**config.mk**
```make
export PLATFORM = sky130hd
export DESIGN_NAME = dfr_seq
export DESIGN_NICKNAME = d
export VERILOG_FILES = /design/src/sv/dfr_pkg.sv /design/src/sv/dfr_seq.sv
export SDC_FILE = /design/constraint.sdc
export NUM_CORES = 1
export LEC_CHECK = 0
export ABC_CLOCK_PERIOD_IN_PS = 2850
export BUFFER_PORTS_ARGS = -buffer_cell sky130_fd_sc_hd__buf_4
export CORE_AREA = 5 5 42 44
export DETAILED_ROUTE_END_ITERATION = 8
export DIE_AREA = 0 0 47 49
export PLACE_DENSITY = 0.65
export SKIP_CTS_REPAIR_TIMING = 1
export SLEW_MARGIN = 25
export SYNTH_ARGS = -nofsm -noshare
export SYNTH_HDL_FRONTEND = slang
export SYNTH_SLANG_ARGS = --single-unit
```
**constraint.sdc**
```tcl
create_clock -name clk_i -period 2.85 [get_ports clk_i]
set_clock_uncertainty 0.1 [all_clocks]
set_input_delay 0.1425 -clock clk_i [delete_from_list [all_inputs] [get_ports clk_i]]
set_output_delay 0.1425 -clock clk_i [all_outputs]
set_load 0.03 [all_outputs]
```
**src/sv/dfr_pkg.sv**
```systemverilog
// dfr_pkg: shared constants, types, microcode table and lookup functions
`default_nettype none

package dfr_pkg;

  // sizing
  localparam int MAX_THETA    = 4;
  localparam int MAX_DIM      = 64;
  localparam int SAMPLE_WIDTH = 16;

  localparam int WIN_MAX    = 2 * MAX_THETA + 1;
  localparam int THETA_W    = $clog2(MAX_THETA + 1);
  localparam int WIN_W      = $clog2(WIN_MAX + 1);
  localparam int IDX_W      = (MAX_DIM > 1) ? $clog2(MAX_DIM) : 1;
  localparam int DIM_CNT_W  = $clog2(MAX_DIM + 1);
  localparam int ADDR_W     = WIN_W + IDX_W;
  localparam int RING_DEPTH = WIN_MAX * (2 ** IDX_W);

  // arithmetic widths
  localparam int SUM_K     = MAX_THETA * (MAX_THETA + 1) / 2;
  localparam int ACC_W     = SAMPLE_WIDTH + 1 + $clog2(SUM_K + 1);
  localparam int FRAC_BITS = 18;
  localparam int RECIP_W   = FRAC_BITS;
  localparam int PROD_W    = ACC_W + RECIP_W + 1;

  // configuration registers
  localparam int THETA_REG_W = 3;
  localparam int DIM_REG_W   = 7;
  localparam int CFG_DATA_W  = 7;
  localparam int CFG_ADDR_W  = 1;
  localparam logic [THETA_REG_W-1:0] THETA_RESET = 3'd2;
  localparam logic [DIM_REG_W-1:0]   DIM_RESET   = 7'd39;

  typedef enum logic [CFG_ADDR_W-1:0] {
    REG_THETA     = 1'b0,
    REG_FRAME_DIM = 1'b1
  } cfg_reg_e;

  typedef enum logic {
    OP_SAMPLE = 1'b0,
    OP_FLUSH  = 1'b1
  } op_e;

  // channel payloads
  typedef struct packed {
    logic                           op;
    logic signed [SAMPLE_WIDTH-1:0] sample;
  } in_item_t;

  typedef struct packed {
    logic signed [SAMPLE_WIDTH-1:0] delta_value;
    logic [IDX_W-1:0]               dim_index;
    logic                           frame_end;
    logic                           stream_end;
  } out_item_t;

  // microprogram steps
  typedef enum logic [2:0] {
    ST_IDLE  = 3'd0,
    ST_ISSUE = 3'd1,
    ST_ACC   = 3'd2,
    ST_MUL   = 3'd3,
    ST_OUT   = 3'd4
  } step_e;

  // jump conditions
  typedef enum logic [1:0] {
    JMP_NEXT  = 2'd0,
    JMP_EMIT  = 2'd1,
    JMP_LOOP  = 2'd2,
    JMP_DRAIN = 2'd3
  } jump_e;

  typedef struct packed {
    logic  accept;
    logic  issue;
    logic  acc;
    logic  mul;
    logic  load;
    jump_e jump;
    step_e target;
  } ucode_t;

  // control from the sequencer to the datapath and the output register
  typedef struct packed {
    logic               accept;
    logic               issue;
    logic               acc;
    logic               mul;
    logic               load;
    logic [THETA_W-1:0] k;
  } ctl_t;

  // microcode rom
  function automatic ucode_t ucode_rom(input step_e s);
    ucode_t w;
    w        = '0;
    w.jump   = JMP_NEXT;
    w.target = ST_IDLE;
    case (s)
      ST_IDLE: begin
        w.accept = 1'b1;
        w.jump   = JMP_EMIT;
        w.target = ST_ISSUE;
      end
      ST_ISSUE: begin
        w.issue = 1'b1;
      end
      ST_ACC: begin
        w.acc    = 1'b1;
        w.jump   = JMP_LOOP;
        w.target = ST_ISSUE;
      end
      ST_MUL: begin
        w.mul = 1'b1;
      end
      ST_OUT: begin
        w.load   = 1'b1;
        w.jump   = JMP_DRAIN;
        w.target = ST_IDLE;
      end
      default: begin
        w.jump   = JMP_DRAIN;
        w.target = ST_IDLE;
      end
    endcase
    return w;
  endfunction

  // round(2^18 / (2 * sum k^2)) for each window half width
  function automatic logic [RECIP_W-1:0] recip_lut(input int unsigned th);
    logic [RECIP_W-1:0] r;
    case (th)
      1:       r = RECIP_W'(131072);
      2:       r = RECIP_W'(26214);
      3:       r = RECIP_W'(9362);
      4:       r = RECIP_W'(4369);
      5:       r = RECIP_W'(2383);
      6:       r = RECIP_W'(1440);
      7:       r = RECIP_W'(936);
      8:       r = RECIP_W'(643);
      default: r = RECIP_W'(131072);
    endcase
    return r;
  endfunction

  // ring slot that lies back frames behind newest
  function automatic logic [WIN_W-1:0] ring_slot(input logic [WIN_W-1:0] newest,
                                                 input logic [WIN_W-1:0] back,
                                                 input logic [WIN_W-1:0] w);
    logic [WIN_W-1:0] s;
    if (newest >= back) begin
      s = newest - back;
    end else begin
      s = newest + w - back;
    end
    return s;
  endfunction

endpackage

`default_nettype wire

```
**src/sv/dfr_seq.sv**
```systemverilog
// dfr_seq: microcode sequencer with step counter and tap counter
`default_nettype none

module dfr_seq (
  input  wire logic                        clk_i,
  input  wire logic                        rst_ni,
  input  wire logic [dfr_pkg::THETA_W-1:0] th_i,
  input  wire logic                        go_i,
  input  wire logic                        drain_ok_i,
  output dfr_pkg::ctl_t                    ctl_o
);

  dfr_pkg::step_e                upc_q, upc_d;
  logic [dfr_pkg::THETA_W-1:0]   k_q, k_d;
  dfr_pkg::ucode_t               word;

  assign word = dfr_pkg::ucode_rom(upc_q);

  // next step and tap index
  always_comb begin
    upc_d = upc_q;
    k_d   = k_q;
    case (word.jump)
      dfr_pkg::JMP_NEXT: begin
        upc_d = dfr_pkg::step_e'(upc_q + 3'd1);
      end
      dfr_pkg::JMP_EMIT: begin
        if (go_i) begin
          upc_d = word.target;
          k_d   = dfr_pkg::THETA_W'(1);
        end
      end
      dfr_pkg::JMP_LOOP: begin
        if (k_q != th_i) begin
          upc_d = word.target;
          k_d   = k_q + dfr_pkg::THETA_W'(1);
        end else begin
          upc_d = dfr_pkg::step_e'(upc_q + 3'd1);
        end
      end
      dfr_pkg::JMP_DRAIN: begin
        if (drain_ok_i) begin
          upc_d = word.target;
        end
      end
      default: begin
        upc_d = dfr_pkg::ST_IDLE;
      end
    endcase
  end

  // control word to the datapath
  always_comb begin
    ctl_o.accept = word.accept;
    ctl_o.issue  = word.issue;
    ctl_o.acc    = word.acc;
    ctl_o.mul    = word.mul;
    ctl_o.load   = word.load & drain_ok_i;
    ctl_o.k      = k_q;
  end

  always_ff @(posedge clk_i or negedge rst_ni) begin
    if (!rst_ni) begin
      upc_q <= dfr_pkg::ST_IDLE;
      k_q   <= dfr_pkg::THETA_W'(1);
    end else begin
      upc_q <= upc_d;
      k_q   <= k_d;
    end
  end

endmodule

`default_nettype wire

```
Yosys cells after proc, flatten, opt, wreduce, memory -nomap -nowiden

Cells that the tools add are included.

Register bits after elaboration: 6
Bits of input ports: 7
Output and inout bits: 8
Word-level logic and storage cells: 35

$add $sub $neg: 2
Eq/ne operators: 11
Mux-type cells: 13
Bitwise logic cells: 1
Reduce and logical (&&, ||, !) cells: 6

Operators with widths:

| operator            | number |
|---|---|
| $mux 3              | 5 |
| $pmux 5 s3          | 1 |
| $pmux 3 s4          | 1 |
| $add 3x1->3 const B | 2 |
| $eq 3x2->1 const B  | 2 |
| $ne 2x2->1 const B  | 3 |
| $pmux 3 s2          | 1 |
| $mux 1              | 5 |
| $eq 2x2->1 const B  | 2 |
| $eq 3x1->1 const B  | 1 |
| $eq 3x3->1 const B  | 1 |
| $logic_not 3->1     | 1 |
| $ne 3x3->1          | 1 |
| $reduce_and 3->1    | 1 |
| $eq 2x1->1 const B  | 1 |
| $logic_not 2->1     | 1 |
| $reduce_and 2->1    | 1 |
| $reduce_bool 2->1   | 1 |
| $reduce_or 2->1     | 1 |
| $and 1x1->1         | 1 |

Logic depth before layout (Yosys ltp)

Depth in word-level cells: 6
Mapped depth: 6
Gate-level depth less buffers: 6

Worst setup path before layout

OpenSTA, ideal clock, no wires.

Path kind: register to register
From: register upc_q[0]
To: register upc_q[2]
Data arrival time: 1.766 ns
Required time: 2.629 ns
Slack: 0.863 ns
Stages on the path, launching flop included: 7
Buffers on the path: 0
Period minus slack after synthesis: 1.987 ns
Path through: dfrtp_1 inv_1 ha_1 nor2b_1 or4_1 nand2_1 a22o_1

Cells in the longest elaborated chain, start to end: 6
Elaborated cells between the ends (all ways): 16
Those cells by class: add/sub (1); eq/ne (8); mux (3); reduce/logical (4)

RTL lines:

| element                                  | RTL line       | RTL |
|---|---|---|
| start, declared                          | dfr_seq.sv:13  | `dfr_pkg::step_e upc_q, upc_d;` |
| start signal, assigned                   | dfr_seq.sv:64  | `upc_q <= dfr_pkg::ST_IDLE;` |
| start signal, assigned                   | dfr_seq.sv:67  | `upc_q <= upc_d;` |
| $eq 3x2->1 or $eq 3x1->1 (tied branches) | dfr_pkg.sv:100 | `case (s)` |
| $reduce_or 2->1 (no line)                | n/a            |  |
| $pmux 5 s3                               | dfr_pkg.sv:100 |  |
| $eq 2x2->1 or $eq 2x1->1 (tied branches) | dfr_seq.sv:23  | `case (word.jump)` |
| $ne 2x2->1 (no line)                     | n/a            |  |
| $reduce_and 2->1 (no line)               | n/a            |  |

Several ways; a longest one is shown, not always the timed one.
A chain may end at the register's enable or synchronous reset.

Worst setup path in the final report

From: register upc_q[0]
To: register k_q[1] (netlist name)

Cells in the longest elaborated chain, start to end: 6
Elaborated cells between the ends (all ways): 13
Those cells by class: eq/ne (7); mux (2); reduce/logical (4)

RTL lines:

| element                                                   | RTL line       | RTL |
|---|---|---|
| $eq 3x2->1 or $eq 3x1->1 (tied branches)                  | dfr_pkg.sv:100 |  |
| $reduce_or 2->1 (no line)                                 | n/a            |  |
| $pmux 5 s3 (*)                                            | dfr_pkg.sv:100 |  |
| $eq 2x2->1 or $eq 2x1->1 (tied branches)                  | dfr_seq.sv:23  |  |
| $ne 2x2->1 (no line) or $reduce_bool 2->1 (tied branches) | n/a            |  |
| $reduce_and 3->1 (no line)                                | n/a            |  |
| end signal, assigned                                      | dfr_seq.sv:65  | `k_q <= dfr_pkg::THETA_W'(1);` |
| end signal, assigned                                      | dfr_seq.sv:68  | `k_q <= k_d;` |
| end, declared                                             | dfr_seq.sv:14  | `logic [dfr_pkg::THETA_W-1:0] k_q, k_d;` |

Mark *: on every way between the ends. The rest lies on a longest branch, timed or not.

==> flow_metrics.env <==
export IMPL_synthArstFlopShare=1.000
export IMPL_status="completed"
export IMPL_syn_avg_cell_area_um2=8.994
export IMPL_dr_pass1_iters=2
export IMPL_place_congestion=0.7548
export IMPL_synth_fp_nets=66
export IMPL_drtIter0Drc=3
export IMPL_ys_seq_area_frac=0.3176
export IMPL_globalRouteOverflowTotal=0
export IMPL_die_height_um=49
export IMPL_worstPathMaxFanout=7
export IMPL_ios=15
export IMPL_leakage_nw=0.3127
export IMPL_grt_pass1_wl_mm=1.635
export IMPL_crit_arrival_ns=1.99
export IMPL_clk_root_buffer_cell="clkbuf_4"
export IMPL_endpoint_kind="flip-flop"
export IMPL_area_growth_pct=33.86
export IMPL_final_hold_viol_count=0
export IMPL_detail_route_antenna_nets=0
export IMPL_instances_no_fill=88
export IMPL_synth_top_cell_by_area="dfrtp_1"
export IMPL_wl_per_cell_um=10.91
export IMPL_fmax_mhz=507.6
export IMPL_nFillCells=148
export IMPL_h_tree_depth=1
export IMPL_yosys_area_share_simple=0.2073
export IMPL_yosysWarnings=0
export IMPL_clk_latency_ns=0.24
export IMPL_die_x_um=47
export IMPL_netlist_instances=53
export IMPL_rows=14
export IMPL_syn_area_um2=476.7
export IMPL_crit_path_start_kind="flip-flop"
export IMPL_numCtsBuffers=3
export IMPL_critPathRequiredTime_ns=2.87
export IMPL_synthDistinctLibCells=23
export IMPL_maxSlewHeadroom=0.7944
export IMPL_fin_tns_setup_ns=0
export IMPL_core_um2=1401
export IMPL_cap_violations=0
export IMPL_finalWirelength_um=960
export IMPL_drv_slew=0
export IMPL_ir_drop_mv=0.5693
export IMPL_dr_total_vias=425
export IMPL_synth_adder_area_share=0.1575
export IMPL_synth_edf_count=0
export IMPL_synth_xor_area_frac=0.05512
export IMPL_yosys_top_cells_count="ha_1 (6), nor2_1 (6), dfrtp_1 (5)"
export IMPL_vias_per_cell=4.830
export IMPL_powerDensity_nw_per_um2=1160
export IMPL_dieArea_um2=2303
export IMPL_multiInputGateArea_um2=310.3
export IMPL_gr_usage_all_layers=0.09780
export IMPL_remaining_drc_errors=0
export IMPL_io_buffer_count=14
export IMPL_finalCritPeriodShare=0.6913
export IMPL_criticalPathCategory="reg2reg"
export IMPL_yosys_top_cells_area="dfrtp_1 (26%), ha_1 (16%), dfstp_2 (5.5%), a22o_1 (5.5%), xnor2_1 (5.5%)"
export IMPL_fin_crit_ns=1.970
export IMPL_ys_ff_latch=6
export IMPL_worstHoldPathType="in2async"
export IMPL_cts_sinks=6
export IMPL_num_antenna_cells=0
export IMPL_initial_core_util=0.3402
export IMPL_antenna_found_initial=0
export IMPL_synth_top_family_by_area="compound AO/OA/AOI/OAI gates"
export IMPL_rsz0062_at_grt="false"
export IMPL_cts_tree="yes"
export IMPL_synth_top_cell_area_share=0.2625
export IMPL_cts_clk_slew_worst_paths_ns=0.04
export IMPL_dp_cells=83
export IMPL_synth_compound_area_frac=0.2100
export IMPL_tightest_slew_ns=0.3077
export IMPL_fin_nets=86
export IMPL_regArea_um2=151.4
export IMPL_grt_pass1_vias=400
export IMPL_drive_gt1_frac=0.2639
export IMPL_ys_flop_type="dfrtp_1"
export IMPL_setup_violations_final=0
export IMPL_grt_max_degree=10
export IMPL_cts_max_path_buffers=2
export IMPL_synthMuxAreaShare=0.02100
export IMPL_place_hpwl_um=801.6
[path summary, 6_finish.rpt]
check	cells after the start	start	slack (ns)	to
worst max-delay path	6	upc_q[0]$_DFFE_PN0P_	0.88	k_q[1]$_DFFE_PN0P_
worst min-delay path	2	rst_ni	0.14	upc_q[2]$_DFFE_PN0P_
worst max register to register	6	upc_q[0]$_DFFE_PN0P_	0.88	k_q[1]$_DFFE_PN0P_
worst min register to register	1	k_q[0]$_DFFE_PN1P_	0.41	k_q[0]$_DFFE_PN1P_
max in group asynchronous	2	rst_ni	2.31	k_q[0]$_DFFE_PN1P_
min in group clk_i	4	drain_ok_i	0.21	upc_q[0]$_DFFE_PN0P_
[cell type report]
| class | instances | area share |
|---|---|---|
| multi-input cells | 43 | 0.4863 |
| clock buffers | 4 | 0.04118 |
| well taps | 16 | 0.03137 |
| inverters | 4 | 0.02353 |
| flip-flops and latches | 6 | 0.2373 |
| repair buffers | 15 | 0.1804 |
[through the flow]
| step | hold WS [ns] | utilization | setup slack, ns | power (mW) | instance area [um^2] |
|---|---|---|---|---|---|
| 2_1_floorplan | -0.2531 | - | 0.8633 | 0.5194 | 476.7 |
| 3_3_place_gp | -0.1483 | 0.4295 | 0.9735 | 0.6664 | 601.8 |
| 3_5_place_dp | -0.1503 | 0.4295 | 0.9030 | 0.6595 | 601.8 |
| 4_1_cts | -0.4135 | 0.4482 | 0.8842 | 0.7466 | 628.1 |
| 5_1_grt | 0.1283 | 0.4554 | 0.7019 | 0.8111 | 638.1 |
| 6_report | 0.1364 | 0.4554 | 0.8798 | 0.7404 | 638.1 |
[cells by family after synthesis]
| group | after synthesis |
|---|---|
| AND/OR/NAND/NOR | 19 |
| AO/OA/AOI/OAI | 14 |
| multiplexers | 1 |
| adder cells (fa/ha/maj) | 6 |
| flip-flops | 6 |
| XOR/XNOR | 3 |
| buffers and inverters | 4 |
[placed cells by master (no fill, tap or decap)]
| cell type | netlist | routed |
|---|---|---|
| clkbuf_4 | 0 | 3 |
| ha_1 | 6 | 6 |
| buf_4 | 0 | 14 |
| a31oi_1 | 2 | 2 |
| dfrtp_1 | 5 | 5 |
| inv_1 | 4 | 4 |
| o21ai_0 | 4 | 4 |
| dfstp_2 | 1 | 1 |
| nor2b_1 | 2 | 2 |
| or4_1 | 1 | 1 |
| xnor2_1 | 3 | 3 |
| mux2i_1 | 1 | 1 |
| a21oi_1 | 1 | 1 |
| o31ai_1 | 1 | 1 |
| nor2_1 | 6 | 6 |
| clkbuf_1 | 0 | 1 |
| nand2_1 | 3 | 3 |
| nand3_1 | 1 | 1 |
| a32oi_1 | 1 | 1 |
| and3_1 | 1 | 1 |
| nor3_1 | 2 | 2 |
| a22o_1 | 3 | 3 |
| dlygate4sd3_1 | 0 | 1 |
| o21ba_2 | 1 | 1 |
| a32o_1 | 1 | 1 |
| or3b_1 | 1 | 1 |
| and2b_1 | 2 | 2 |
[power breakdown]
| group | internal, mW | total (mW) | switching, mW |
|---|---|---|---|
| Combinational | 0.207 | 0.488 | 0.281 |
| Clock | 0.0529 | 0.0811 | 0.0282 |
| Sequential | 0.126 | 0.171 | 0.0454 |
[worst max-delay path, cell delays in order (launching register included)]
cell,delay (ns)
dfrtp_1,0.40
inv_1,0.13
ha_1,0.27
or3b_1,0.44
o31ai_1,0.11
o21ai_0,0.18
a22o_1,0.21
[state kept, by name, summed over array words and instances, names as in the netlist]
signal	count
k_q	3
upc_q	3
[routing by layer]
| metal | wire [um] | vias to the layer above | GRT usage |
|---|---|---|---|
| met5 | 0 | - | 0 |
| met4 | 0 | 0 | 0.06912 |
| met3 | 29 | 0 | 0.02583 |
| met2 | 463 | 4 | 0.1199 |
| met1 | 467 | 189 | 0.1413 |
| li1 | - | 232 | - |
(Power assumes the default switching activity.)
