$ cat src/sv/dfr_pkg.sv
// dfr_pkg: shared constants, types, microcode table and lookup functions
`default_nettype none

package dfr_pkg;

  // sizing
  localparam int MAX_THETA    = 4;
  localparam int MAX_DIM      = 64;
  localparam int SAMPLE_WIDTH = 16;

  localparam int WIN_MAX    = 2 * MAX_THETA + 1;
  localparam int THETA_W    = $clog2(MAX_THETA + 1);
  localparam int WIN_W      = $clog2(WIN_MAX + 1);
  localparam int IDX_W      = (MAX_DIM > 1) ? $clog2(MAX_DIM) : 1;
  localparam int DIM_CNT_W  = $clog2(MAX_DIM + 1);
  localparam int ADDR_W     = WIN_W + IDX_W;
  localparam int RING_DEPTH = WIN_MAX * (2 ** IDX_W);

  // arithmetic widths
  localparam int SUM_K     = MAX_THETA * (MAX_THETA + 1) / 2;
  localparam int ACC_W     = SAMPLE_WIDTH + 1 + $clog2(SUM_K + 1);
  localparam int FRAC_BITS = 18;
  localparam int RECIP_W   = FRAC_BITS;
  localparam int PROD_W    = ACC_W + RECIP_W + 1;

  // configuration registers
  localparam int THETA_REG_W = 3;
  localparam int DIM_REG_W   = 7;
  localparam int CFG_DATA_W  = 7;
  localparam int CFG_ADDR_W  = 1;
  localparam logic [THETA_REG_W-1:0] THETA_RESET = 3'd2;
  localparam logic [DIM_REG_W-1:0]   DIM_RESET   = 7'd39;

  typedef enum logic [CFG_ADDR_W-1:0] {
    REG_THETA     = 1'b0,
    REG_FRAME_DIM = 1'b1
  } cfg_reg_e;

  typedef enum logic {
    OP_SAMPLE = 1'b0,
    OP_FLUSH  = 1'b1
  } op_e;

  // channel payloads
  typedef struct packed {
    logic                           op;
    logic signed [SAMPLE_WIDTH-1:0] sample;
  } in_item_t;

  typedef struct packed {
    logic signed [SAMPLE_WIDTH-1:0] delta_value;
    logic [IDX_W-1:0]               dim_index;
    logic                           frame_end;
    logic                           stream_end;
  } out_item_t;

  // microprogram steps
  typedef enum logic [2:0] {
    ST_IDLE  = 3'd0,
    ST_ISSUE = 3'd1,
    ST_ACC   = 3'd2,
    ST_MUL   = 3'd3,
    ST_OUT   = 3'd4
  } step_e;

  // jump conditions
  typedef enum logic [1:0] {
    JMP_NEXT  = 2'd0,
    JMP_EMIT  = 2'd1,
    JMP_LOOP  = 2'd2,
    JMP_DRAIN = 2'd3
  } jump_e;

  typedef struct packed {
    logic  accept;
    logic  issue;
    logic  acc;
    logic  mul;
    logic  load;
    jump_e jump;
    step_e target;
  } ucode_t;

  // control from the sequencer to the datapath and the output register
  typedef struct packed {
    logic               accept;
    logic               issue;
    logic               acc;
    logic               mul;
    logic               load;
    logic [THETA_W-1:0] k;
  } ctl_t;

  // microcode rom
  function automatic ucode_t ucode_rom(input step_e s);
    ucode_t w;
    w        = '0;
    w.jump   = JMP_NEXT;
    w.target = ST_IDLE;
    case (s)
      ST_IDLE: begin
        w.accept = 1'b1;
        w.jump   = JMP_EMIT;
        w.target = ST_ISSUE;
      end
      ST_ISSUE: begin
        w.issue = 1'b1;
      end
      ST_ACC: begin
        w.acc    = 1'b1;
        w.jump   = JMP_LOOP;
        w.target = ST_ISSUE;
      end
      ST_MUL: begin
        w.mul = 1'b1;
      end
      ST_OUT: begin
        w.load   = 1'b1;
        w.jump   = JMP_DRAIN;
        w.target = ST_IDLE;
      end
      default: begin
        w.jump   = JMP_DRAIN;
        w.target = ST_IDLE;
      end
    endcase
    return w;
  endfunction

  // round(2^18 / (2 * sum k^2)) for each window half width
  function automatic logic [RECIP_W-1:0] recip_lut(input int unsigned th);
    logic [RECIP_W-1:0] r;
    case (th)
      1:       r = RECIP_W'(131072);
      2:       r = RECIP_W'(26214);
      3:       r = RECIP_W'(9362);
      4:       r = RECIP_W'(4369);
      5:       r = RECIP_W'(2383);
      6:       r = RECIP_W'(1440);
      7:       r = RECIP_W'(936);
      8:       r = RECIP_W'(643);
      default: r = RECIP_W'(131072);
    endcase
    return r;
  endfunction

  // ring slot that lies back frames behind newest
  function automatic logic [WIN_W-1:0] ring_slot(input logic [WIN_W-1:0] newest,
                                                 input logic [WIN_W-1:0] back,
                                                 input logic [WIN_W-1:0] w);
    logic [WIN_W-1:0] s;
    if (newest >= back) begin
      s = newest - back;
    end else begin
      s = newest + w - back;
    end
    return s;
  endfunction

endpackage

`default_nettype wire

$ cat src/sv/dfr_dp.sv
// dfr_dp: tap addressing, weighted difference accumulator, scaling and saturation
`default_nettype none

module dfr_dp (
  input  wire logic                                   clk_i,
  input  wire dfr_pkg::ctl_t                          ctl_i,
  input  wire logic [dfr_pkg::THETA_W-1:0]            th_i,
  input  wire logic [dfr_pkg::WIN_W-1:0]              win_i,
  input  wire logic [dfr_pkg::WIN_W-1:0]              newest_i,
  input  wire logic [dfr_pkg::WIN_W-1:0]              avail_i,
  input  wire logic [dfr_pkg::THETA_W-1:0]            lag_i,
  input  wire logic [dfr_pkg::IDX_W-1:0]              idx_i,
  input  wire logic signed [dfr_pkg::SAMPLE_WIDTH-1:0] rd_fwd_i,
  input  wire logic signed [dfr_pkg::SAMPLE_WIDTH-1:0] rd_bwd_i,
  output logic      [dfr_pkg::ADDR_W-1:0]             addr_fwd_o,
  output logic      [dfr_pkg::ADDR_W-1:0]             addr_bwd_o,
  output logic                                        re_o,
  output logic signed [dfr_pkg::SAMPLE_WIDTH-1:0]     delta_o
);

  localparam int SW     = dfr_pkg::SAMPLE_WIDTH;
  localparam int WW     = dfr_pkg::WIN_W;
  localparam int TERM_W = SW + dfr_pkg::THETA_W + 2;
  localparam int PW     = dfr_pkg::PROD_W;
  localparam logic signed [PW-1:0] HALF   = PW'(1) <<< (dfr_pkg::FRAC_BITS - 1);
  localparam logic signed [PW-1:0] SAT_HI = {{(PW - SW + 1){1'b0}}, {(SW - 1){1'b1}}};
  localparam logic signed [PW-1:0] SAT_LO = ~SAT_HI;

  logic [WW-1:0]                     k_w;
  logic [WW-1:0]                     lag_w;
  logic [WW-1:0]                     back_fwd;
  logic [WW-1:0]                     back_bwd;
  logic [WW-1:0]                     back_sum;
  logic [WW-1:0]                     back_lim;
  logic signed [SW:0]                diff;
  logic signed [TERM_W-1:0]          term;
  logic signed [dfr_pkg::ACC_W-1:0]  acc_q, acc_d;
  logic signed [dfr_pkg::RECIP_W:0]  recip_s;
  logic signed [PW-1:0]              prod_q, prod_d;
  logic signed [PW-1:0]              rounded;
  logic signed [PW-1:0]              scaled;

  // frames ahead and behind the output frame for tap k, clamped to the stream edges
  always_comb begin
    k_w      = WW'(ctl_i.k);
    lag_w    = WW'(lag_i);
    back_fwd = (lag_w > k_w) ? lag_w - k_w : '0;
    back_sum = lag_w + k_w;
    back_lim = avail_i - WW'(1);
    back_bwd = (back_sum > back_lim) ? back_lim : back_sum;
  end

  assign addr_fwd_o = {dfr_pkg::ring_slot(newest_i, back_fwd, win_i), idx_i};
  assign addr_bwd_o = {dfr_pkg::ring_slot(newest_i, back_bwd, win_i), idx_i};
  assign re_o       = ctl_i.issue;

  // k * (ahead - behind) into the accumulator
  always_comb begin
    diff  = $signed({rd_fwd_i[SW-1], rd_fwd_i}) - $signed({rd_bwd_i[SW-1], rd_bwd_i});
    term  = diff * $signed({1'b0, ctl_i.k});
    acc_d = acc_q;
    if (ctl_i.accept) begin
      acc_d = '0;
    end else if (ctl_i.acc) begin
      acc_d = acc_q + dfr_pkg::ACC_W'(term);
    end
  end

  // scale by the reciprocal of the weight sum
  always_comb begin
    recip_s = $signed({1'b0, dfr_pkg::recip_lut(32'(th_i))});
    prod_d  = acc_q * recip_s;
  end

  // round half up, drop fraction, saturate
  always_comb begin
    rounded = prod_q + HALF;
    scaled  = rounded >>> dfr_pkg::FRAC_BITS;
    if (scaled > SAT_HI) begin
      delta_o = SAT_HI[SW-1:0];
    end else if (scaled < SAT_LO) begin
      delta_o = SAT_LO[SW-1:0];
    end else begin
      delta_o = scaled[SW-1:0];
    end
  end

  always_ff @(posedge clk_i) begin
    acc_q <= acc_d;
    if (ctl_i.mul) begin
      prod_q <= prod_d;
    end
  end

endmodule

`default_nettype wire

$ cat config.mk
export PLATFORM = sky130hd
export DESIGN_NAME = dfr_dp
export DESIGN_NICKNAME = d
export VERILOG_FILES = /design/src/sv/dfr_pkg.sv /design/src/sv/dfr_dp.sv
export SDC_FILE = /design/constraint.sdc
export NUM_CORES = 1
export LEC_CHECK = 0
export BUFFER_PORTS_ARGS = -buffer_cell sky130_fd_sc_hd__clkbuf_2
export CORE_MARGIN = 2
export CORE_UTILIZATION = 55
export CTS_CLUSTER_SIZE = 12
export DETAILED_ROUTE_END_ITERATION = 6
export HOLD_SLACK_MARGIN = 0.15
export PLACE_DENSITY_LB_ADDON = 0.05
export SYNTH_ARGS = -nofsm -noshare
export SYNTH_HDL_FRONTEND = slang
export SYNTH_SLANG_ARGS = --single-unit
export TNS_END_PERCENT = 30
$ cat constraint.sdc
create_clock -name clk_i -period 8.3 [get_ports clk_i]
set_input_delay 1.66 -clock clk_i [delete_from_list [all_inputs] [get_ports clk_i]]
set_output_delay 1.66 -clock clk_i [all_outputs]
set_load 0.01 [all_outputs]
-- Word-level counts from Yosys, hierarchy flattened
Index checks and enable logic that the tools add are counted.
- input bits: 65
- logic and storage cells: 34
- output and inout port bits: 37
- register bits after elaboration: 61
- $add $sub $neg: 11
- order comparisons: 6
- multiplexer cells: 7
- multipliers: 2
- equal/unequal tests: 6
- operators by type and width (cell ; number):
    $pmux W18 S6 ; 1
    $add A40 B19 Y40 const B ; 1
    $mul A21 B19 Y40 ; 1
    $mux W16 ; 2
    $gt A22 B16 Y1 const B ; 1
    $lt A22 B16 Y1 const B ; 1
    $add A21 B21 Y21 ; 1
    $mul A17 B4 Y21 ; 1
    $sub A16 B16 Y17 ; 1
    $mux W4 ; 4
    $sub A4 B4 Y4 ; 4
    $eq A3 B3 Y1 const B ; 4
    $ge A4 B4 Y1 ; 2
    $eq A3 B2 Y1 const B ; 2
    $add A3 B3 Y4 ; 1
    $add A4 B4 Y4 ; 1
    $gt A4 B4 Y1 ; 1
    $sub A3 B3 Y4 ; 1
    $sub A4 B1 Y4 const B ; 1
    $gt A3 B3 Y1 ; 1

-- Longest topological paths before layout
- depth in word-level cells: 5
- mapped depth: 27
- depth with buffers taken out: 26

-- Worst setup path before layout
OpenSTA, ideal clock, no wires.
- path type: in2reg
- start: input th_i[2] in the netlist's numbering
- end: register prod_q[39] (data pin)
- path slack: -145 ps
- arrival time: 8182 ps
- setup time: 264 ps
- cell stages on the path: 25
- required time: 8036 ps
- cells stage by stage: clkbuf_1 -> clkbuf_1 -> nand2_1 -> nor2_1 -> nor2_1 -> inv_1 -> fa_1 -> inv_1 -> fa_1 -> fa_1 -> inv_1 -> fa_1 -> fa_1 -> inv_1 -> fa_1 -> inv_1 -> ha_1 -> a21o_1 -> o21bai_1 -> a21o_1 -> a21o_1 -> a21o_1 -> a21o_1 -> a211oi_1 -> xnor2_1
- word-level cells in the longest chain between the ends: 3
- elaborated cells between the ends (all ways): 8
- classes of those cells: mul (1); eq/ne (6); mux (1)
- ends and longest elaborated chain (what ; RTL line ; source):
    start, declared ; dfr_dp.sv:7 ; input wire logic [dfr_pkg::THETA_W-1:0] th_i,
    $eq A3 B3 Y1 / $eq A3 B2 Y1 (equally long branches) ; dfr_pkg.sv:133 ; case (th)
    $pmux W18 S6 * ; dfr_pkg.sv:133 ;
    $mul A21 B19 Y40 * ; dfr_dp.sv:72 ; prod_d = acc_q * recip_s;
    net prod_d[39] ; dfr_dp.sv:39 ; logic signed [PW-1:0] prod_q, prod_d;
    end signal, assigned ; dfr_dp.sv:91 ; prod_q <= prod_d;
    end, declared ; dfr_dp.sv:39 ;
Mark *: on every way through the listed nets, which the timed path passes. The rest lies on a longest branch.
A chain may end at the register's enable or synchronous reset.

-- Worst setup path in the final report
- start: input th_i[1] in the netlist's numbering
- end: register prod_q[37] (data pin)
Same word-level chain as after synthesis.

==> metrics.cfg <==
[status]
run_status = finished, final reports clean

[routing]
drt-total-wl_um = 47500
route.vias.total = 15090
post_dr_vias_cell = 5.27
dr.pass1.iters = 5
final_antenna_net_count = 0
drc = 0
routed_wire_length_per_instance_um = 16.6
drtIter0Drc = 975

[final_layout]
share_of_final_layout_standard_cells_stronger_than_drive_strength_1_pct = 12.6
design.final.nets = 3057
synthToLayoutAreaGrowth_pct = 10.6
antennaDiodeCount = 0
most-common-layout-cells = sky130_fd_sc_hd__inv_1 (589), sky130_fd_sc_hd__fa_1 (374), sky130_fd_sc_hd__ha_1 (209)
mostFrequentLayoutCell = sky130_fd_sc_hd__inv_1

[yosys]
postSynthRegisterBits = 44
synth-seq-area-share_pct = 5.69
yosysTopAreaCell = sky130_fd_sc_hd__fa_1
postSynth.topFlopCell = sky130_fd_sc_hd__edfxtp_1
synth.area.top_cells = sky130_fd_sc_hd__fa_1 (39%), sky130_fd_sc_hd__ha_1 (13%), sky130_fd_sc_hd__inv_1 (11%)
synth_enable_flop_cells = 23
netlist-cell-type-count = 85
synthDominantCellAreaShare_pct = 38.6
synthesis.yosys.warnings = 0
syn_area_sq_um = 19500
netlist_instances = 2239
avgSynthCellArea_sq_um = 8.72
synth_nets = 2889
async_reset_ff_share_pct = 0

[pwr]
worst_ir_drop_vdd_mv = 0.439
leakagePower_nw = 12.1
total_power_mw = 7.52
power.density_nw_per_um2 = 348

[setup_path]
path_delay_family = adder cells
critical_path_required_ps = 8360
start_kind = input pin
worst_setup_path_end_kind = register
timing.critical_path.cells = clkbuf_2 > nor2b_1 > buf_4 > and3_1 > nor2_4 > inv_1 > fa_2 > inv_1 > fa_1 > fa_2 > clkinvlp_4 > buf_4 > fa_1 > fa_1 > inv_1 > fa_1 > inv_1 > ha_1 > nand4_1 > nor3_2 > nand3_2 > nand3_1 > a221oi_2 > xnor2_1
path_class = input pin to register
critical_path.slowest_cell = sky130_fd_sc_hd__fa_2
worst_path_largest_cell_delay_ps = 660
worstPathBufferInverterCount = 8
crit_fanout = 8
r2r-start = acc_q[18]
arrival_ps = 8090
timing.critical_path.from = th_i[1]

[clocking]
cts_resized = 0
insertion_delay_ps = 300
cts_tree = yes
cts.path.max_buffers = 2
postCtsHoldBufs = 0
cts.sink_count = 44
htree_levels = 2
cts-buffers-inserted = 5
cts_setup_buffers = 0
clk_transition_reported_paths_ps = 60
cts_root_buf = sky130_fd_sc_hd__clkbuf_16

[floorplanning]
die_width_um = 192
ios = 102
floorplan.initialDensity_pct = 56.2
die_y_um = 192
die_area_sq_um = 37000
fp.coreArea_sq_um = 34700
row_cnt = 68

[place]
gp_congestion = 0.948
dp_hpwl_um = 42300
portBuffers = 80
place_worst_setup_slack_ps = -223

[sta]
finClkSkew_ps = 6.36
final_hold_violation_count = 0
layout_setup_ws_ps = 270
setup_viol_count_final = 0
final_min_period_over_clock_period_pct = 96.8
timing.final.crit_period_ps = 8030
worst_tran_pin_value_ps = 816
grt_setup_unrepaired = no
max-slew-margin-rel_pct = 45.6
max_freq_mhz = 125
finalMaxSlewViolations = 0

[global_routing]
grt_pass1_wl_um = 77800
grt_start_max_net_pins = 36
grt_util_all_layers_pct = 26.9
vias_in_the_first_global_route = 15338
grt_antenna_before_repair = 1
grt-ovfl-total = 0

[worst_hold_path]
hold_path.class = register to register
hold_path.startpoint = acc_q[3]

[job]
max_cap_viol_count = 0

-- power breakdown --
group / total, mW / switching, mW / internal (mW)
Combinational: 6.62 / 3.72 / 2.89
Clock: 0.232 / 0.0904 / 0.142
Sequential: 0.672 / 0.196 / 0.476
-- registers in the layout, indices dropped and copies added, names as in the netlist --
register / flops
prod_q: 23
acc_q: 21
-- cell usage after synthesis (26+ instances only) --
cell type	n
sky130_fd_sc_hd__inv_1	591
sky130_fd_sc_hd__fa_1	376
sky130_fd_sc_hd__ha_1	209
sky130_fd_sc_hd__nand2_1	175
sky130_fd_sc_hd__and2_1	120
sky130_fd_sc_hd__nor2_1	103
sky130_fd_sc_hd__a21oi_1	68
sky130_fd_sc_hd__clkbuf_1	58
sky130_fd_sc_hd__xnor2_1	57
sky130_fd_sc_hd__and3_1	44
sky130_fd_sc_hd__a21o_1	40
sky130_fd_sc_hd__o21ai_0	34
sky130_fd_sc_hd__nand3_1	30
sky130_fd_sc_hd__xor2_1	26
-- worst paths after layout --
check / endpoint / slack (ps) / depth (start not counted)
worst min register to register: acc_q[3] / 660 / 2
worst max register to register: prod_q[30] / 1370 / 23
worst min-delay path: acc_q[3] / 660 / 2
worst max-delay path: prod_q[37] / 270 / 24
-- kinds of logic after synthesis --
| kind of cell | count (synthesis) | synth area share [%] |
|---|---|---|
| multiplexers | 21 | 1.12 |
| AND/OR/NAND/NOR | 582 | 15.2 |
| adder cells (fa/ha/maj) | 585 | 52.0 |
| buffers and inverters | 667 | 13.2 |
| AO/OA/AOI/OAI | 256 | 9.03 |
| XOR/XNOR | 84 | 3.81 |
| flip-flops | 44 | 5.69 |
-- per-layer routing --
| metal | part of all wire (%) | global-route usage (%) | vias up |
|---|---|---|---|
| li1 | - | - | 7217 |
| met1 | 46 | 38.7 | 7420 |
| met2 | 46 | 43.7 | 392 |
| met3 | 6.1 | 3.49 | 59 |
| met4 | 1.8 | 5.26 | 2 |
| met5 | 0.019 | 0 | - |
-- area by class of cell --
class | instances | area (sq um)
clock inverter | 2 | 35.0
timing repair buffer | 237 | 1630
multi-input combinational | 1528 | 15900
tap | 455 | 569
clock buffer | 6 | 129
fill | 3095 | 13100
sequential | 44 | 1110
inverter | 591 | 2220
-- worst register-to-register path: stages (launching register included) --
cell and delay [ps]:
sky130_fd_sc_hd__dfxtp_1 640, sky130_fd_sc_hd__inv_1 300, sky130_fd_sc_hd__nor2_1 200, sky130_fd_sc_hd__nand2_1 130
sky130_fd_sc_hd__o21ai_1 280, sky130_fd_sc_hd__fa_1 500, sky130_fd_sc_hd__fa_1 560, sky130_fd_sc_hd__inv_1 70
sky130_fd_sc_hd__fa_1 490, sky130_fd_sc_hd__inv_1 50, sky130_fd_sc_hd__fa_1 460, sky130_fd_sc_hd__fa_1 490
sky130_fd_sc_hd__inv_1 50, sky130_fd_sc_hd__fa_1 520, sky130_fd_sc_hd__inv_1 40, sky130_fd_sc_hd__ha_1 330
sky130_fd_sc_hd__a21o_1 190, sky130_fd_sc_hd__a21o_1 170, sky130_fd_sc_hd__a21oi_1 190, sky130_fd_sc_hd__nor2_1 60
sky130_fd_sc_hd__a211oi_1 380, sky130_fd_sc_hd__o31ai_4 200, sky130_fd_sc_hd__a41oi_1 280, sky130_fd_sc_hd__xnor2_1 100
-- metrics by stage --
| stage | area [sq um] | utilization (%) | setup TNS [ps] | instances | hold WS, ps |
|---|---|---|---|---|---|
| final | 21600 | 62.2 | 0 | 2863 | 665 |
| after global routing | 21600 | 62.2 | 0 | 2863 | 718 |
| after CTS | 21500 | 62.0 | 0 | 2863 | 661 |
| after detailed placement | 21400 | 61.6 | -1330 | 2855 | 652 |
| after global placement | 21400 | 61.6 | -975 | 2855 | 647 |
| after floorplan | 19500 | - | 0 | 2239 | 530 |
Power figures use the tool's default switching activity.
